## src/design/mrc_pkg.sv

```systemverilog
package mrc_pkg;

    // event codes
    localparam logic [2:0] OP_START    = 3'd0;
    localparam logic [2:0] OP_TICK     = 3'd1;
    localparam logic [2:0] OP_RX_BYTE  = 3'd2;
    localparam logic [2:0] OP_LINE_ERR = 3'd3;
    localparam logic [2:0] OP_TELEGRAM = 3'd4;

    // mode codes
    localparam logic [1:0] MODE_STOPPED   = 2'd0;
    localparam logic [1:0] MODE_SLEEPING  = 2'd1;
    localparam logic [1:0] MODE_RECEIVING = 2'd2;

    localparam logic [7:0] FRAME_START_CHAR = 8'h2F;
    localparam logic [5:0] CYCLE_SECONDS    = 6'd30;
    localparam logic [5:0] MINUTE_SECONDS   = 6'd60;
    localparam logic [4:0] TIMEOUT_RESET    = 5'd10;

    typedef struct packed {
        logic [2:0] opcode;
        logic [7:0] rx_byte;
        logic [5:0] telegram_second;
    } in_word_t;

    typedef struct packed {
        logic       byte_valid;
        logic [7:0] byte_out;
        logic       parser_reset;
        logic       request_on;
        logic       led_on;
        logic [1:0] mode_now;
    } out_word_t;

    typedef struct packed {
        logic [1:0] mode;
        logic       frame_open;
        logic [4:0] tick_countdown;
        logic       indicator;
    } ctrl_state_t;

    // reload of a delay in seconds, in two-second ticks, kept to 5 bits
    function automatic logic [4:0] ticks_for(input logic [5:0] delay_seconds);
        logic [6:0] sum;
        sum = {1'b0, delay_seconds} + 7'd1;
        return sum[5:1];
    endfunction

endpackage

```

## src/design/mrc_step.sv

```systemverilog
module mrc_step
    import mrc_pkg::*;
(
    input  ctrl_state_t state,
    input  in_word_t    item,
    input  logic [4:0]  timeout,
    output ctrl_state_t state_next,
    output out_word_t   result
);

    logic [4:0] count_dec;
    logic [4:0] wake_reload;
    logic [5:0] sleep_delay;
    logic [5:0] telegram_delay;
    logic       byte_pass;
    logic       preset;

    // reloads for the three ways a countdown restarts
    always_comb
    begin
        count_dec   = (state.tick_countdown != 5'd0) ? state.tick_countdown - 5'd1 : 5'd0;
        wake_reload = ticks_for({1'b0, timeout});
        sleep_delay = ({1'b0, timeout} < CYCLE_SECONDS) ?
                      CYCLE_SECONDS - {1'b0, timeout} : 6'd0;
        if (item.telegram_second < MINUTE_SECONDS)
        begin
            telegram_delay = MINUTE_SECONDS - item.telegram_second;
            if (telegram_delay > CYCLE_SECONDS)
                telegram_delay = telegram_delay - CYCLE_SECONDS;
        end
        else
        begin
            telegram_delay = CYCLE_SECONDS;
        end
    end

    // gate check for a received byte
    assign byte_pass = (state.mode == MODE_RECEIVING) &&
                       (state.frame_open || (item.rx_byte == FRAME_START_CHAR));

    // event decode and state update
    always_comb
    begin
        state_next = state;
        preset     = 1'b0;
        case (item.opcode)
            OP_START:
            begin
                if (state.mode == MODE_STOPPED)
                begin
                    state_next.frame_open     = 1'b0;
                    state_next.indicator      = 1'b1;
                    state_next.tick_countdown = wake_reload;
                    state_next.mode           = MODE_RECEIVING;
                    preset                    = 1'b1;
                end
            end
            OP_TICK:
            begin
                if (state.mode != MODE_STOPPED)
                begin
                    state_next.tick_countdown = count_dec;
                    if (count_dec == 5'd0)
                    begin
                        if (state.mode == MODE_SLEEPING)
                        begin
                            state_next.indicator      = 1'b1;
                            state_next.tick_countdown = wake_reload;
                            state_next.mode           = MODE_RECEIVING;
                            preset                    = 1'b1;
                        end
                        else
                        begin
                            state_next.tick_countdown = ticks_for(sleep_delay);
                            state_next.mode           = MODE_SLEEPING;
                        end
                    end
                end
            end
            OP_RX_BYTE:
            begin
                if (byte_pass)
                    state_next.frame_open = 1'b1;
            end
            OP_LINE_ERR:
            begin
                state_next.frame_open = 1'b0;
            end
            OP_TELEGRAM:
            begin
                if (state.mode == MODE_RECEIVING)
                begin
                    state_next.indicator      = 1'b0;
                    state_next.mode           = MODE_SLEEPING;
                    state_next.tick_countdown = ticks_for(telegram_delay);
                end
            end
            default:
            begin
                state_next = state;
            end
        endcase
    end

    // result word
    always_comb
    begin
        result.byte_valid   = (item.opcode == OP_RX_BYTE) && byte_pass;
        result.byte_out     = result.byte_valid ? item.rx_byte : 8'd0;
        result.parser_reset = preset;
        result.request_on   = (state_next.mode == MODE_RECEIVING);
        result.led_on       = state_next.indicator;
        result.mode_now     = state_next.mode;
    end

endmodule

```

## src/design/meter_request_cycle_controller.sv

```systemverilog
// an accepted word enters the input register, and its result word the result register
// throughput: one word per cycle unless out_stall holds a valid result; these two registers
//   form the only pipeline, and the control state updates as a word moves between them
// reset: rst_n clears both valid flags, the mode to stopped, the gate, countdown and
//   indicator to zero, and the receive timeout to 10 seconds
module meter_request_cycle_controller
    import mrc_pkg::*;
(
    input  logic       clk,
    input  logic       rst_n,
    input  logic       in_valid,
    output logic       in_stall,
    input  in_word_t   in_data,
    output logic       out_valid,
    input  logic       out_stall,
    output out_word_t  out_data,
    input  logic       cfg_valid,
    output logic       cfg_ready,
    input  logic [4:0] cfg_data
);

    logic        in_valid_reg;
    logic        in_valid_next;
    in_word_t    in_word_reg;
    logic        out_valid_reg;
    logic        out_valid_next;
    out_word_t   out_word_reg;
    ctrl_state_t state_reg;
    ctrl_state_t state_next;
    out_word_t   result;
    logic [4:0]  timeout_reg;
    logic        advance;
    logic        fire;

    // pipeline flow control
    assign advance        = !out_valid_reg || !out_stall;
    assign fire           = in_valid_reg && advance;
    assign in_stall       = in_valid_reg && !advance;
    assign in_valid_next  = in_stall ? 1'b1 : in_valid;
    assign out_valid_next = fire ? 1'b1 : (out_valid_reg && out_stall);

    assign cfg_ready = 1'b1;
    assign out_valid = out_valid_reg;
    assign out_data  = out_word_reg;

    // event logic
    mrc_step u_step (
        .state      (state_reg),
        .item       (in_word_reg),
        .timeout    (timeout_reg),
        .state_next (state_next),
        .result     (result)
    );

    // control state, valid flags and receive timeout
    always_ff @(posedge clk or negedge rst_n)
    begin
        if (!rst_n)
        begin
            in_valid_reg   <= 1'b0;
            out_valid_reg  <= 1'b0;
            state_reg.mode           <= MODE_STOPPED;
            state_reg.frame_open     <= 1'b0;
            state_reg.tick_countdown <= 5'd0;
            state_reg.indicator      <= 1'b0;
            timeout_reg    <= TIMEOUT_RESET;
        end
        else
        begin
            in_valid_reg  <= in_valid_next;
            out_valid_reg <= out_valid_next;
            if (fire)
                state_reg <= state_next;
            if (cfg_valid && cfg_ready)
                timeout_reg <= cfg_data;
        end
    end

    // payload registers
    always_ff @(posedge clk)
    begin
        if (in_valid && !in_stall)
            in_word_reg <= in_data;
        if (fire)
            out_word_reg <= result;
    end

endmodule

```

## config.mk

```make
export PLATFORM = sky130hd
export DESIGN_NAME = meter_request_cycle_controller
export DESIGN_NICKNAME = d
export VERILOG_FILES = /design/src/design/mrc_pkg.sv /design/src/design/mrc_step.sv /design/src/design/meter_request_cycle_controller.sv
export SDC_FILE = /design/constraint.sdc
export NUM_CORES = 1
export LEC_CHECK = 0
export ABC_AREA = 1
export BUFFER_PORTS_ARGS = -buffer_cell sky130_fd_sc_hd__buf_2
export CAP_MARGIN = 10
export CORE_ASPECT_RATIO = 1.25
export CORE_MARGIN = 2
export CORE_UTILIZATION = 42
export DETAILED_ROUTE_END_ITERATION = 16
export MAX_ROUTING_LAYER = met4
export SETUP_SLACK_MARGIN = 0.02
export SLEW_MARGIN = 20
export SYNTH_ARGS = -nofsm -noshare
export SYNTH_HDL_FRONTEND = slang
export SYNTH_SLANG_ARGS = --single-unit
```

## constraint.sdc

```tcl
create_clock -name clk -period 2.9 [get_ports clk]
set_input_delay 0.29 -clock clk [delete_from_list [all_inputs] [get_ports clk]]
set_output_delay 0.29 -clock clk [all_outputs]
set_load 0.02 [all_outputs]
```

==> metrics.txt <==
status finished, final reports clean; Syn Nets 352; most used cell, CP nand2_1; fillers 646; critical-path cell list ha_1 > nand2_1 > inv_1 > nand2_1 > nand2_1 > nor2_1 > ha_1 > or2_2 > nand3_1 > o21ai_0 > o21ai_0 > a21oi_1 > a22oi_1; Syn Area/Cell 8.533 um^2; area share of the leading cell type in the synthesized netlist 0.3441; dpl cells 442; Routed WL per cell approximately 11 um; Sink Count 47; GPL Wtd Cong 0.8265; # IOs 44; final instance area ~3100 um^2; Max Clock Freq between 400 and 500 MHz; max reg flops 17; H-Tree Depth 2; Final Hold Viols 0; # DRC 0; # setup viols final 0; vias in the first global route 2,030; Clock Skew 0.004101 ns; area grow syn2layout 14.80%; leakage power between 1 and 1.5 nW; fin crit share 0.7809; Routed Antenna Nets 0; layout cells sized above 1 0.2022; maximum VDD drop around 0.37 mV; Sum Neg Setup Slack 0 ns; clk slew on worst S/H paths 0.09 ns; Post-Layout Cell Count 451; Most used DFF post-synth edfxtp_1; initial antenna violation count 0; die width 75.78 um; RSZ-0062 raised after global routing no; GRT Util Overall 0.1643; most common cell after layout, fill and taps aside nand2_1; Via Count around 2,200; Synth area leader edfxtp_1; placed standard-cell area 3007 um^2; Max-Cap Viols 0; Startpoint Class register; PortBufs 42; most frequent cells in the layout nand2_1 (68), inv_1 (48), buf_2 (42); register area 1334 um^2; Routed Wire Length about 5100 um; largest stage delay on the critical path 0.56 ns; first-pass detailed-route iteration total 4; clk_lat worst skew 0.30 ns; Slew HR 0.5788; first-pass GRT wire length about 8800 um; grt total ovfl 0; # resized after CTS 0; Pins Over Slew Limit 0; number of flops mapped to enable cells by yosys 31; pwr/cell area 602.8 nW/um^2; CP bufs+invs 1; multi-input logic area 1161 um^2; die height 93.73 um; core area 6206 um^2; number of distinct library cells after synthesis 42; Worst-Margin Slew 0.6310 ns; worst path required time 3.12 ns; #FFs+latches synth 47; Arr. time, crit path between 2 and 2.5 ns; largest net degree at the start of global routing 23; Hold Path Class in -> reg; CTS buffer count 5; Synth Warn # 0; post-CTS setup buffers 0; CP Class reg -> reg; CP max-delay cell dfstp_2; Final nets 400; post-synthesis sequential area ratio 0.4931; CTS Buffer Depth 2; Final Critical Period 2.265 ns; ys async rst share 0.3404; Initial Util 0.4359; CTS tree built; Gate Count Post-Synth 317; CP Capture Type register; die area 7102 um^2; CP top delay family simple AND/OR/NAND/NOR gates; 1st-iter DRT viols between 100 and 150; CTS Root Cell clkbuf_8; crit-path max FO 4; ranking of synthesized cells by area edfxtp_1 (34%), dfrtp_1 (13%), nand2_1 (9.4%), inv_1 (6.7%), nand3_1 (5.4%); Post-Syn Area 2705 um^2; Via density 4.831; Ant. Diodes 0; HPWL Detailed a little under 4000 um; FP Rows 32
worst reg2reg max path, cell delays in order (launching register included):
cell and delay, ns:
dfstp_2 0.56, ha_1 0.18, nand2_1 0.06, inv_1 0.08, nand2_1 0.08, nand2_1 0.14, nor2_1 0.07, ha_1 0.19
or2_2 0.30, nand3_1 0.08, o21ai_0 0.08, o21ai_0 0.16, a21oi_1 0.08, a22oi_1 0.15
cell families (layout without fill, tap and decap cells):
logic type / after synthesis / after routing / synth area share
AO/OA/AOI/OAI: 47 / 47 / 0.1027
buffers and inverters: 53 / 102 / 0.07770
XOR/XNOR: 4 / 4 / 0.01573
other: 1 / 1 / 0.001386
AND/OR/NAND/NOR: 154 / 154 / 0.2599
adder cells (fa/ha/maj): 8 / 8 / 0.03700
flip-flops: 47 / 47 / 0.4931
multiplexers: 3 / 3 / 0.01249
final timing paths:
path                            slack (ns)  cells after the start                    endpoint                        from
worst max-delay path                  0.64                     13    state_reg[2]$_DFFE_PN0P_  timeout_reg[1]$_DFFE_PN1P_
worst max register to register        0.64                     13    state_reg[2]$_DFFE_PN0P_  timeout_reg[1]$_DFFE_PN1P_
max in group asynchronous             2.14                      2  timeout_reg[1]$_DFFE_PN1P_                       rst_n
worst min-delay path                  0.16                      1    in_word_reg[4]$_DFFE_PP_                  in_data[4]
worst min register to register        0.50                      2         out_valid$_DFF_PN0_      in_valid_reg$_DFF_PN0_
min in group asynchronous             0.44                      2    state_reg[5]$_DFFE_PN0P_                       rst_n
power by group:
part | total (mW) | leakage, nW | internal [mW] | switching [mW]
Combinational | 0.592 | 0.930 | 0.213 | 0.379
Clock | 0.393 | 0.0418 | 0.173 | 0.220
Sequential | 0.886 | 0.492 | 0.824 | 0.0624
synth_stat cells (all sizes together) (2+ instances only):
| cell | count |
|---|---|
| dfrtp | 14 |
| dfstp | 2 |
| buf | 2 |
| nor2 | 37 |
| o21ai | 17 |
| or2 | 5 |
| o21bai | 2 |
| xor2 | 3 |
| nor3 | 2 |
| o211ai | 3 |
| nand3 | 30 |
| mux2 | 3 |
| ha | 8 |
| edfxtp | 31 |
| a21oi | 16 |
| o31ai | 3 |
| nand2 | 72 |
| inv | 49 |
| nand4 | 5 |
per-stage QoR:
| step | utilization | hold slack (ns) | total power, mW | setup WS [ns] |
|---|---|---|---|---|
| global route | 0.5004 | 0.1463 | 2.019 | 0.3901 |
| CTS | 0.5004 | 0.1522 | 1.897 | 0.6231 |
| detailed placement | 0.4845 | 0.2468 | 1.494 | 0.6405 |
| global placement | 0.4845 | 0.2423 | 1.490 | 0.7118 |
| floorplan | - | -0.005591 | 1.351 | 0.7868 |
| finish | 0.5004 | 0.1605 | 1.872 | 0.6355 |
repair_timing:
action / 4_1_cts / 5_1_grt
hold buffers: 1 / 0
endpoints found under the hold margin: 14 / 0
endpoints found under the setup margin: 0 / 0
routing by layer:
layer / GRT usage / vias to the layer above / share of wire
met3: 0.02575 / 7 / 0.028
met4: 0.05702 / 0 / 0.010
met5: - / - / 0
li1: - / 1146 / -
met2: 0.2708 / 47 / 0.51
met1: 0.2022 / 979 / 0.45
area by class of cell:
type                    count  share of cell area
clock buffers               6             0.02337
clock inverters             2            0.005238
inverters                  50             0.06044
multi-input cells         217              0.3739
flip-flops and latches     47              0.4295
well taps                  85             0.03425
repair buffers             44             0.07333
No activity file was read; power rests on OpenSTA's default activity.
